--- config.mk ---
export PLATFORM = sky130hd
export DESIGN_NAME = mkqi_keyform
export DESIGN_NICKNAME = d
export VERILOG_FILES = /design/src/rtl/core/mkqi_pkg.sv /design/src/rtl/core/mkqi_keyform.sv
export SDC_FILE = /design/constraint.sdc
export NUM_CORES = 1
export LEC_CHECK = 0
export ABC_CLOCK_PERIOD_IN_PS = 3850
export BUFFER_PORTS_ARGS = -buffer_cell sky130_fd_sc_hd__buf_2
export CAP_MARGIN = 25
export CORE_UTILIZATION = 47
export CTS_CLUSTER_DIAMETER = 100
export CTS_CLUSTER_SIZE = 40
export DETAILED_ROUTE_END_ITERATION = 8
export PLACE_DENSITY = 0.69
export SLEW_MARGIN = 20
export SYNTH_ARGS = -nofsm -noshare
export SYNTH_HDL_FRONTEND = slang
export SYNTH_SLANG_ARGS = --single-unit
--- constraint.sdc ---
create_clock -name clk -period 3.85 [get_ports clk]
set_clock_uncertainty 0.05 [all_clocks]
set_input_delay 0.1925 -clock clk [delete_from_list [all_inputs] [get_ports clk]]
set_output_delay 0.1925 -clock clk [all_outputs]
set_load 0.01 [all_outputs]
--- src/rtl/core/mkqi_pkg.sv ---
// mkqi_pkg: shared types, constants and tables for the morton key core
// depends on nothing; imported by every module in rtl/core
package mkqi_pkg;

  // sizes
  localparam int COORD_BITS  = 32;
  localparam int MAX_DIMS    = 3;
  localparam int MAX_DIGITS  = 9;
  localparam int DIFF_W      = COORD_BITS + 1;
  localparam int REM_W       = DIFF_W + 1;
  localparam int DEPTH_W     = 4;
  localparam int DIMS_W      = 2;
  localparam int KEY_W       = 31;
  localparam int DIGIT_POS_W = 6;
  localparam int NUM_POS     = MAX_DIGITS + 1;
  localparam int LANE_STAGES = DIFF_W + MAX_DIGITS;
  localparam int CFG_IDX_W   = 3;
  localparam int CFG_DATA_W  = 32;

  // configuration register indexes
  localparam logic [CFG_IDX_W-1:0] REG_DIMS_USED = 3'd0;
  localparam logic [CFG_IDX_W-1:0] REG_DEPTH     = 3'd1;
  localparam logic [CFG_IDX_W-1:0] REG_MIN_X     = 3'd2;
  localparam logic [CFG_IDX_W-1:0] REG_MAX_X     = 3'd3;
  localparam logic [CFG_IDX_W-1:0] REG_MIN_Y     = 3'd4;
  localparam logic [CFG_IDX_W-1:0] REG_MAX_Y     = 3'd5;
  localparam logic [CFG_IDX_W-1:0] REG_MIN_Z     = 3'd6;
  localparam logic [CFG_IDX_W-1:0] REG_MAX_Z     = 3'd7;

  // error codes
  typedef enum logic [1:0] {
    ERR_NONE   = 2'd0,
    ERR_RANGE  = 2'd1,
    ERR_DIGITS = 2'd2
  } err_t;

  // decimal digit weights
  localparam logic [KEY_W-1:0] POW10 [NUM_POS] = '{
    31'd1, 31'd10, 31'd100, 31'd1000, 31'd10000, 31'd100000,
    31'd1000000, 31'd10000000, 31'd100000000, 31'd1000000000
  };

  typedef struct packed {
    logic signed [COORD_BITS-1:0] coord_x;
    logic signed [COORD_BITS-1:0] coord_y;
    logic signed [COORD_BITS-1:0] coord_z;
  } in_item_t;

  typedef struct packed {
    logic [KEY_W-1:0] key;
    logic [1:0]       error_code;
  } out_item_t;

  // control travelling alongside the divider lanes
  typedef struct packed {
    logic               valid;
    err_t               err;
    logic [DIMS_W-1:0]  dims;
    logic [DEPTH_W-1:0] depth;
  } ctrl_t;

endpackage

--- src/rtl/core/mkqi_keyform.sv ---
// mkqi_keyform: interleaves cell index bits into the decimal-digit key
// depends on mkqi_pkg; three register stages ending in the output register
module mkqi_keyform import mkqi_pkg::*; (
  input  logic                  clk,
  input  logic                  rst_n,
  input  logic                  en,
  input  ctrl_t                 ctl,
  input  logic [MAX_DIGITS-1:0] idx_x,
  input  logic [MAX_DIGITS-1:0] idx_y,
  input  logic [MAX_DIGITS-1:0] idx_z,
  output logic                  out_valid,
  output out_item_t             out_data
);

  logic [MAX_DIGITS-1:0]  idx [MAX_DIMS];
  logic [NUM_POS-1:0]     mask_nxt;
  logic [DIGIT_POS_W-1:0] lead;
  logic [DIGIT_POS_W-1:0] pos;

  logic                   v1_r, v2_r, v3_r;
  err_t                   err1_r, err2_r, err3_r;
  logic [NUM_POS-1:0]     mask_r;
  logic [KEY_W-1:0]       lo_nxt, hi_nxt;
  logic [KEY_W-1:0]       lo_r, hi_r, key_r;

  assign idx[0] = idx_x;
  assign idx[1] = idx_y;
  assign idx[2] = idx_z;

  // digit mask: a leading one at depth*dims; bit k of dimension d lands at k*dims + dims-1-d
  always_comb begin
    mask_nxt = '0;
    lead     = DIGIT_POS_W'(ctl.depth) * DIGIT_POS_W'(ctl.dims);
    pos      = '0;
    if (ctl.err == ERR_NONE) begin
      for (int q = 0; q < NUM_POS; q++) begin
        if (lead == DIGIT_POS_W'(q)) begin
          mask_nxt[q] = 1'b1;
        end
      end
      for (int k = 0; k < MAX_DIGITS; k++) begin
        for (int d = 0; d < MAX_DIMS; d++) begin
          pos = DIGIT_POS_W'(k) * DIGIT_POS_W'(ctl.dims) + DIGIT_POS_W'(ctl.dims)
                - DIGIT_POS_W'(d + 1);
          if ((DIMS_W'(d) < ctl.dims) && (DEPTH_W'(k) < ctl.depth)) begin
            for (int q = 0; q < NUM_POS; q++) begin
              if (pos == DIGIT_POS_W'(q)) begin
                mask_nxt[q] = mask_nxt[q] | idx[d][k];
              end
            end
          end
        end
      end
    end
  end

  // partial sums of digit weights
  always_comb begin
    lo_nxt = '0;
    hi_nxt = '0;
    for (int q = 0; q < NUM_POS / 2; q++) begin
      lo_nxt = lo_nxt + (mask_r[q] ? POW10[q] : '0);
    end
    for (int q = NUM_POS / 2; q < NUM_POS; q++) begin
      hi_nxt = hi_nxt + (mask_r[q] ? POW10[q] : '0);
    end
  end

  // valid bits
  always_ff @(posedge clk) begin
    if (!rst_n) begin
      v1_r <= 1'b0;
      v2_r <= 1'b0;
      v3_r <= 1'b0;
    end else if (en) begin
      v1_r <= ctl.valid;
      v2_r <= v1_r;
      v3_r <= v2_r;
    end
  end

  // payload stages
  always_ff @(posedge clk) begin
    if (en) begin
      mask_r <= mask_nxt;
      err1_r <= ctl.err;
      lo_r   <= lo_nxt;
      hi_r   <= hi_nxt;
      err2_r <= err1_r;
      key_r  <= lo_r + hi_r;
      err3_r <= err2_r;
    end
  end

  assign out_valid           = v3_r;
  assign out_data.key        = key_r;
  assign out_data.error_code = err3_r;

endmodule

======== After elaboration in Yosys (flattened, before gate mapping) ========
Index checks and enable logic that the tools add are counted.
W data, S select, Z words.
word-level totals
  register bits after elaboration ......... 112
  input bits .............................. 39
  word-level logic and storage cells ...... 1002
operators by class
  add/sub/neg operators ................... 44
  $mul .................................... 5
  magnitude comparators ................... 12
  eq/ne operators ......................... 252
  muxes and demuxes ....................... 353
  bitwise operators ....................... 270
  reduce and logical (&&, ||, !) cells .... 56
operator list
  kind                   number
  $eq A6 B3 Y1 const B   112
  $mux W10               54
  $eq A6 B2 Y1 const B   56
  $eq A6 B4 Y1 const B   56
  $mux W1                291
  $or A1 B1 Y1           270
  $eq A6 B1 Y1 const B   28
  $logic_not A6 Y1       28
  $sub A6 B2 Y6 const B  12
  $sub A6 B1 Y6 const B  8
  $add A28 B30 Y31       1
  $add A31 B31 Y31       1
  $mux W30               1
  $add A25 B27 Y28       1
  $logic_and A1 B1 Y1    27
  $mux W27               1
  $add A21 B24 Y25       1
  $add A5 B2 Y6          4
  $mux W24               1
  $add A17 B20 Y21       1
  $mux W20               1
  $mux W17               1
  $lt A3 B4 Y1 const A   4
  $add A11 B14 Y15       1
  other kinds (23)       31

======== Logic depth before layout (Yosys ltp) ========
  word-level depth ........................ 111
  mapped depth ............................ 17
  gate-level depth less buffers ........... 12

======== Worst setup path before layout ========
OpenSTA, ideal clock, no wires.
  kind .................................... input -> register
  start ................................... input port ctl[4] (netlist name)
  end ..................................... register mask_r[9] (data pin)
  setup time .............................. 0.270 ns
  arrival time ............................ 3.775 ns
  data required time ...................... 3.530 ns
  path slack .............................. -0.246 ns
  cell stages on the path ................. 16
  path through ............................ clkbuf_1 > clkbuf_1 > inv_1 > ha_1 > clkbuf_1 > buf_1 > xor2_1 > ha_1 > clkbuf_1 > inv_1 > ha_1 > xor2_1 > nor3_1 > or4_1 > nor4_1 > a31oi_1
between the ends
  longest elaborated chain between the ends .. 111
  elaborated cells on any way between the ends .. 207
  classes of those cells .................. 35 x add/sub; 5 x mul; 3 x order compare; 28 x eq/ne; 82 x mux; 27 x bitwise; 27 x reduce/logical
RTL lines
  element               line                source
  start, declared       mkqi_keyform.sv:7   input ctrl_t ctl,
  $mul A4 B2 Y6         mkqi_keyform.sv:33  lead = DIGIT_POS_W'(ctl.depth) * DIGIT_POS_W'(ctl.dims);
  $eq A6 B4 Y1          mkqi_keyform.sv:37  if (lead == DIGIT_POS_W'(q)) begin
  $mux W1               mkqi_keyform.sv:37
  $mux W1               mkqi_keyform.sv:35  if (ctl.err == ERR_NONE) begin
  $or A1 B1 Y1          mkqi_keyform.sv:48  mask_nxt[q] = mask_nxt[q] | idx[d][k];
  $mux W1               mkqi_keyform.sv:47  if (pos == DIGIT_POS_W'(q)) begin
  $mux W10              mkqi_keyform.sv:45  if ((DIMS_W'(d) < ctl.dims) && (DEPTH_W'(k) < ctl.depth)) begin
  $mux W10              mkqi_keyform.sv:35
  [... 95 more ...]     --
  $mux W10              mkqi_keyform.sv:35
  $or A1 B1 Y1          mkqi_keyform.sv:48
  $mux W1               mkqi_keyform.sv:47
  $mux W10              mkqi_keyform.sv:45
  $mux W10              mkqi_keyform.sv:35
  $or A1 B1 Y1          mkqi_keyform.sv:48
  $mux W1               mkqi_keyform.sv:47
  $mux W10 (*)          mkqi_keyform.sv:45
  end signal, assigned  mkqi_keyform.sv:85  mask_r <= mask_nxt;
  end, declared         mkqi_keyform.sv:22  logic [NUM_POS-1:0] mask_r;
Every way passes the cells marked *; elsewhere a longest branch is shown, timed or not. The select of a mux whose other input is x is not followed.
A chain may end at the register's enable or synchronous reset.

======== Final worst setup path ========
  start ................................... register mask_r[8]
  end ..................................... register hi_r[25] (data pin)
between the ends
  longest elaborated chain between the ends .. 3
RTL lines
  element               line                source
  $mux W27              mkqi_keyform.sv:65  hi_nxt = hi_nxt + (mask_r[q] ? POW10[q] : '0);
  $add A25 B27 Y28      mkqi_keyform.sv:65
  $add A28 B30 Y31      mkqi_keyform.sv:65
  net hi_nxt[25]        mkqi_keyform.sv:23  logic [KEY_W-1:0] lo_nxt, hi_nxt;
  end signal, assigned  mkqi_keyform.sv:88  hi_r <= hi_nxt;
  end, declared         mkqi_keyform.sv:24  logic [KEY_W-1:0] lo_r, hi_r, key_r;
The timed path passes the listed nets, and every way through them passes these cells.

==> results.json <==
{
  "regArea_um2": 2640,
  "final.min_clock_period_ns": 3.67,
  "routedWlPerCell_um": 20.4,
  "crit_family": "adder cells",
  "clk_latency_ns": 0.34,
  "max_stage_delay_ns": 0.57,
  "worst_hold_path_type": "in2reg",
  "gp_congestion": 1.03,
  "syn_to_final_growth_pct": 13.9,
  "cp_data_required_time_ns": 3.89,
  "synth_ff_type": "edfxtp_1",
  "failed_checks": "DRC",
  "grt_util_met2_pct": 47.1,
  "finalSetupViolCount": 0,
  "cts_tree": "yes",
  "io_pins": 73,
  "cp_slowest_cell": "edfxtp_1",
  "min_period_over_period_pct": 95.3,
  "arrival_ns": 3.71,
  "clkSlewWorstSetupHoldPaths_ns": 0.06,
  "synth_area_um2": 6630,
  "cts_made_buffers": 9,
  "critPathMaxFanout": 9,
  "path_class": "reg2reg",
  "fillerInstances": 1200,
  "dr.pass1.iters": 8,
  "drtIter0Drc": 448,
  "setup_tns_ns": 0,
  "vias": 5669,
  "finalInstanceArea_um2": 7550,
  "dieArea_um2": 14600,
  "cap_violations": 0,
  "yosys.cell_count.top_type": "edfxtp_1",
  "synth_enable_flop_cells": 86,
  "postCtsHoldBufs": 2,
  "antenna_found_initial": 0,
  "cts_max_path_buffers": 2,
  "path_cells": "fa_1 -> fa_1 -> ha_1 -> nand4_1 -> or2_2 -> o211ai_1 -> nand2_1 -> or3_1 -> a22o_1",
  "power_per_cell_area_nw_per_um2": 434,
  "rsz0062_at_grt": "no",
  "crit_top_cell": "fa_1",
  "ir_drop_v": 0.000197,
  "yosysSeqAreaShare_pct": 39.8,
  "synth_nets": 769,
  "p_leak_uw": 0.00299,
  "rows": 43,
  "finalWirelength_um": 18800,
  "synthCells": 659,
  "drive_gt1_share_pct": 16.1,
  "core-area_um2": 13800,
  "yosys_warnings": 0,
  "crit_start": "mask_r[8]",
  "synth.area.top_cells": "edfxtp_1, ha_1, fa_1",
  "use_met1_pct": 29.8,
  "die_y_um": 121,
  "synth.top_cell.area_share_pct": 38.9,
  "ys_ff_latch": 89,
  "endpoint_kind": "flop",
  "synthDistinctLibCells": 68,
  "vias_per_cell": 6.16,
  "hp-start": "rst_n",
  "grt_first_pass_wirelength_um": 29400,
  "timing.rr.start": "mask_r[8]",
  "grt_max_degree": 90,
  "nets": 845,
  "htree_levels": 3,
  "post_cts_buffers": 0,
  "drtAntennaViolNets": 0,
  "worstMarginPinSlew_ns": 0.778,
  "cts-root-buf": "clkbuf_16",
  "totalPowerFinal_uw": 3280,
  "place_area_um2": 7240,
  "diodes": 0,
  "track_usage_pct": 26.8,
  "portBuffers": 72,
  "avgSynthCellArea_um2": 10.1,
  "grt-ovfl-total": 0,
  "status": "finished with violations",
  "post-route-util_pct": 54.6,
  "yosysTopAreaCell": "edfxtp_1",
  "cts.sinks": 89,
  "async_flop_share_pct": 0,
  "grt_busiest_layer": "met2",
  "postCtsResizedCells": 0,
  "slew_violations": 0,
  "multi_input_area_um2": 3760,
  "fmax_mhz": 272,
  "slew-limit-headroom_pct": 48.1,
  "dieWidth_um": 121,
  "grtUsageMet3_pct": 3.07,
  "initial_core_util_pct": 48.0,
  "remaining_drc_errors": 1,
  "synth_common_cells": "edfxtp_1, nand2_1, ha_1",
  "timing.final.hold_violations": 0,
  "dpl.hpwl_um": 14600,
  "setup.worst_path.start_class": "flop",
  "path_buf_inv": 0,
  "grt_pass1_vias": 5607
}
-- power breakdown --
group	internal, uW	total (uW)	switching, uW
logic	432	1050	616
clock network	501	860	358
registers	1280	1370	88.6
-- stage by stage --
step | setup slack (ns) | cells | hold WS, ns
after floorplan | 0.0447 | 659 | 0.241
after global placement | 0.347 | 902 | 0.330
after detailed placement | 0.223 | 902 | 0.333
after CTS | 0.201 | 920 | 0.0305
after global routing | 0.0420 | 920 | 0.0501
final | 0.180 | 920 | 0.0355
-- layer usage --
layer  vias up  share of wire, %
met5         -                 0
met4         0               7.1
met3        77               5.3
met2       267                49
met1      2668                38
li1       2657                 -
-- sequential cells by signal, indices dropped and copies added (netlist names) --
signal     cells
err3_r         2
out_valid      1
v1_r           1
v2_r           1
key_r         31
hi_r          26
lo_r          13
err1_r         2
mask_r        10
err2_r         2
-- final timing paths --
kind                   end  slack (ns)  depth (start not counted)
hold reg to reg   key_r[1]        0.37                          0
setup reg to reg  hi_r[25]        0.18                          9
hold / removal        v2_r        0.04                          2
setup / recovery  hi_r[25]        0.18                          9
-- kinds of logic after synthesis --
| group | synth area share (%) |
|---|---|
| and+or+nand+nor | 17.4 |
| buffers and inverters | 3.38 |
| adders and majority gates | 15.0 |
| xor gates and xnor gates | 5.81 |
| muxes | 0.453 |
| DFF | 39.8 |
| AOI/OAI and AO/OA | 18.1 |
-- cells in the final DEF, fill, tap and decap left out, types with 4 or more instances in the layout --
cell and count:
a211oi_1 5, o221ai_1 5, nor2_1 39, buf_4 19, fa_1 13, a21boi_0 5, inv_1 26, and3_1 13
a21o_1 7, o311ai_0 4, a211o_1 5, a22oi_1 6, o211ai_1 7, nand2b_1 9, o21a_1 6, xnor2_1 28
nor2b_1 8, ha_1 58, nor4_1 4, a31o_2 4, nor3_1 9, and2_1 8, a32oi_1 4, nand4_1 14
clkbuf_16 9, or3_1 6, nand2_1 63, a41oi_1 4, nand3_1 29, xor2_1 16, a31oi_1 14, a21oi_1 29
buf_2 71, o21ai_0 35, edfxtp_1 86, a2111oi_0 5
-- layout make-up --
class                   instances  area share, %
multi-input cells             516           49.9
flip-flops and latches         89           35.0
repair buffers                 93           7.01
clock buffers                   9           2.98
well taps                     180           2.98
inverters                      26           1.29
clock inverters                 7          0.895
No activity file was read; power rests on OpenSTA's default activity.
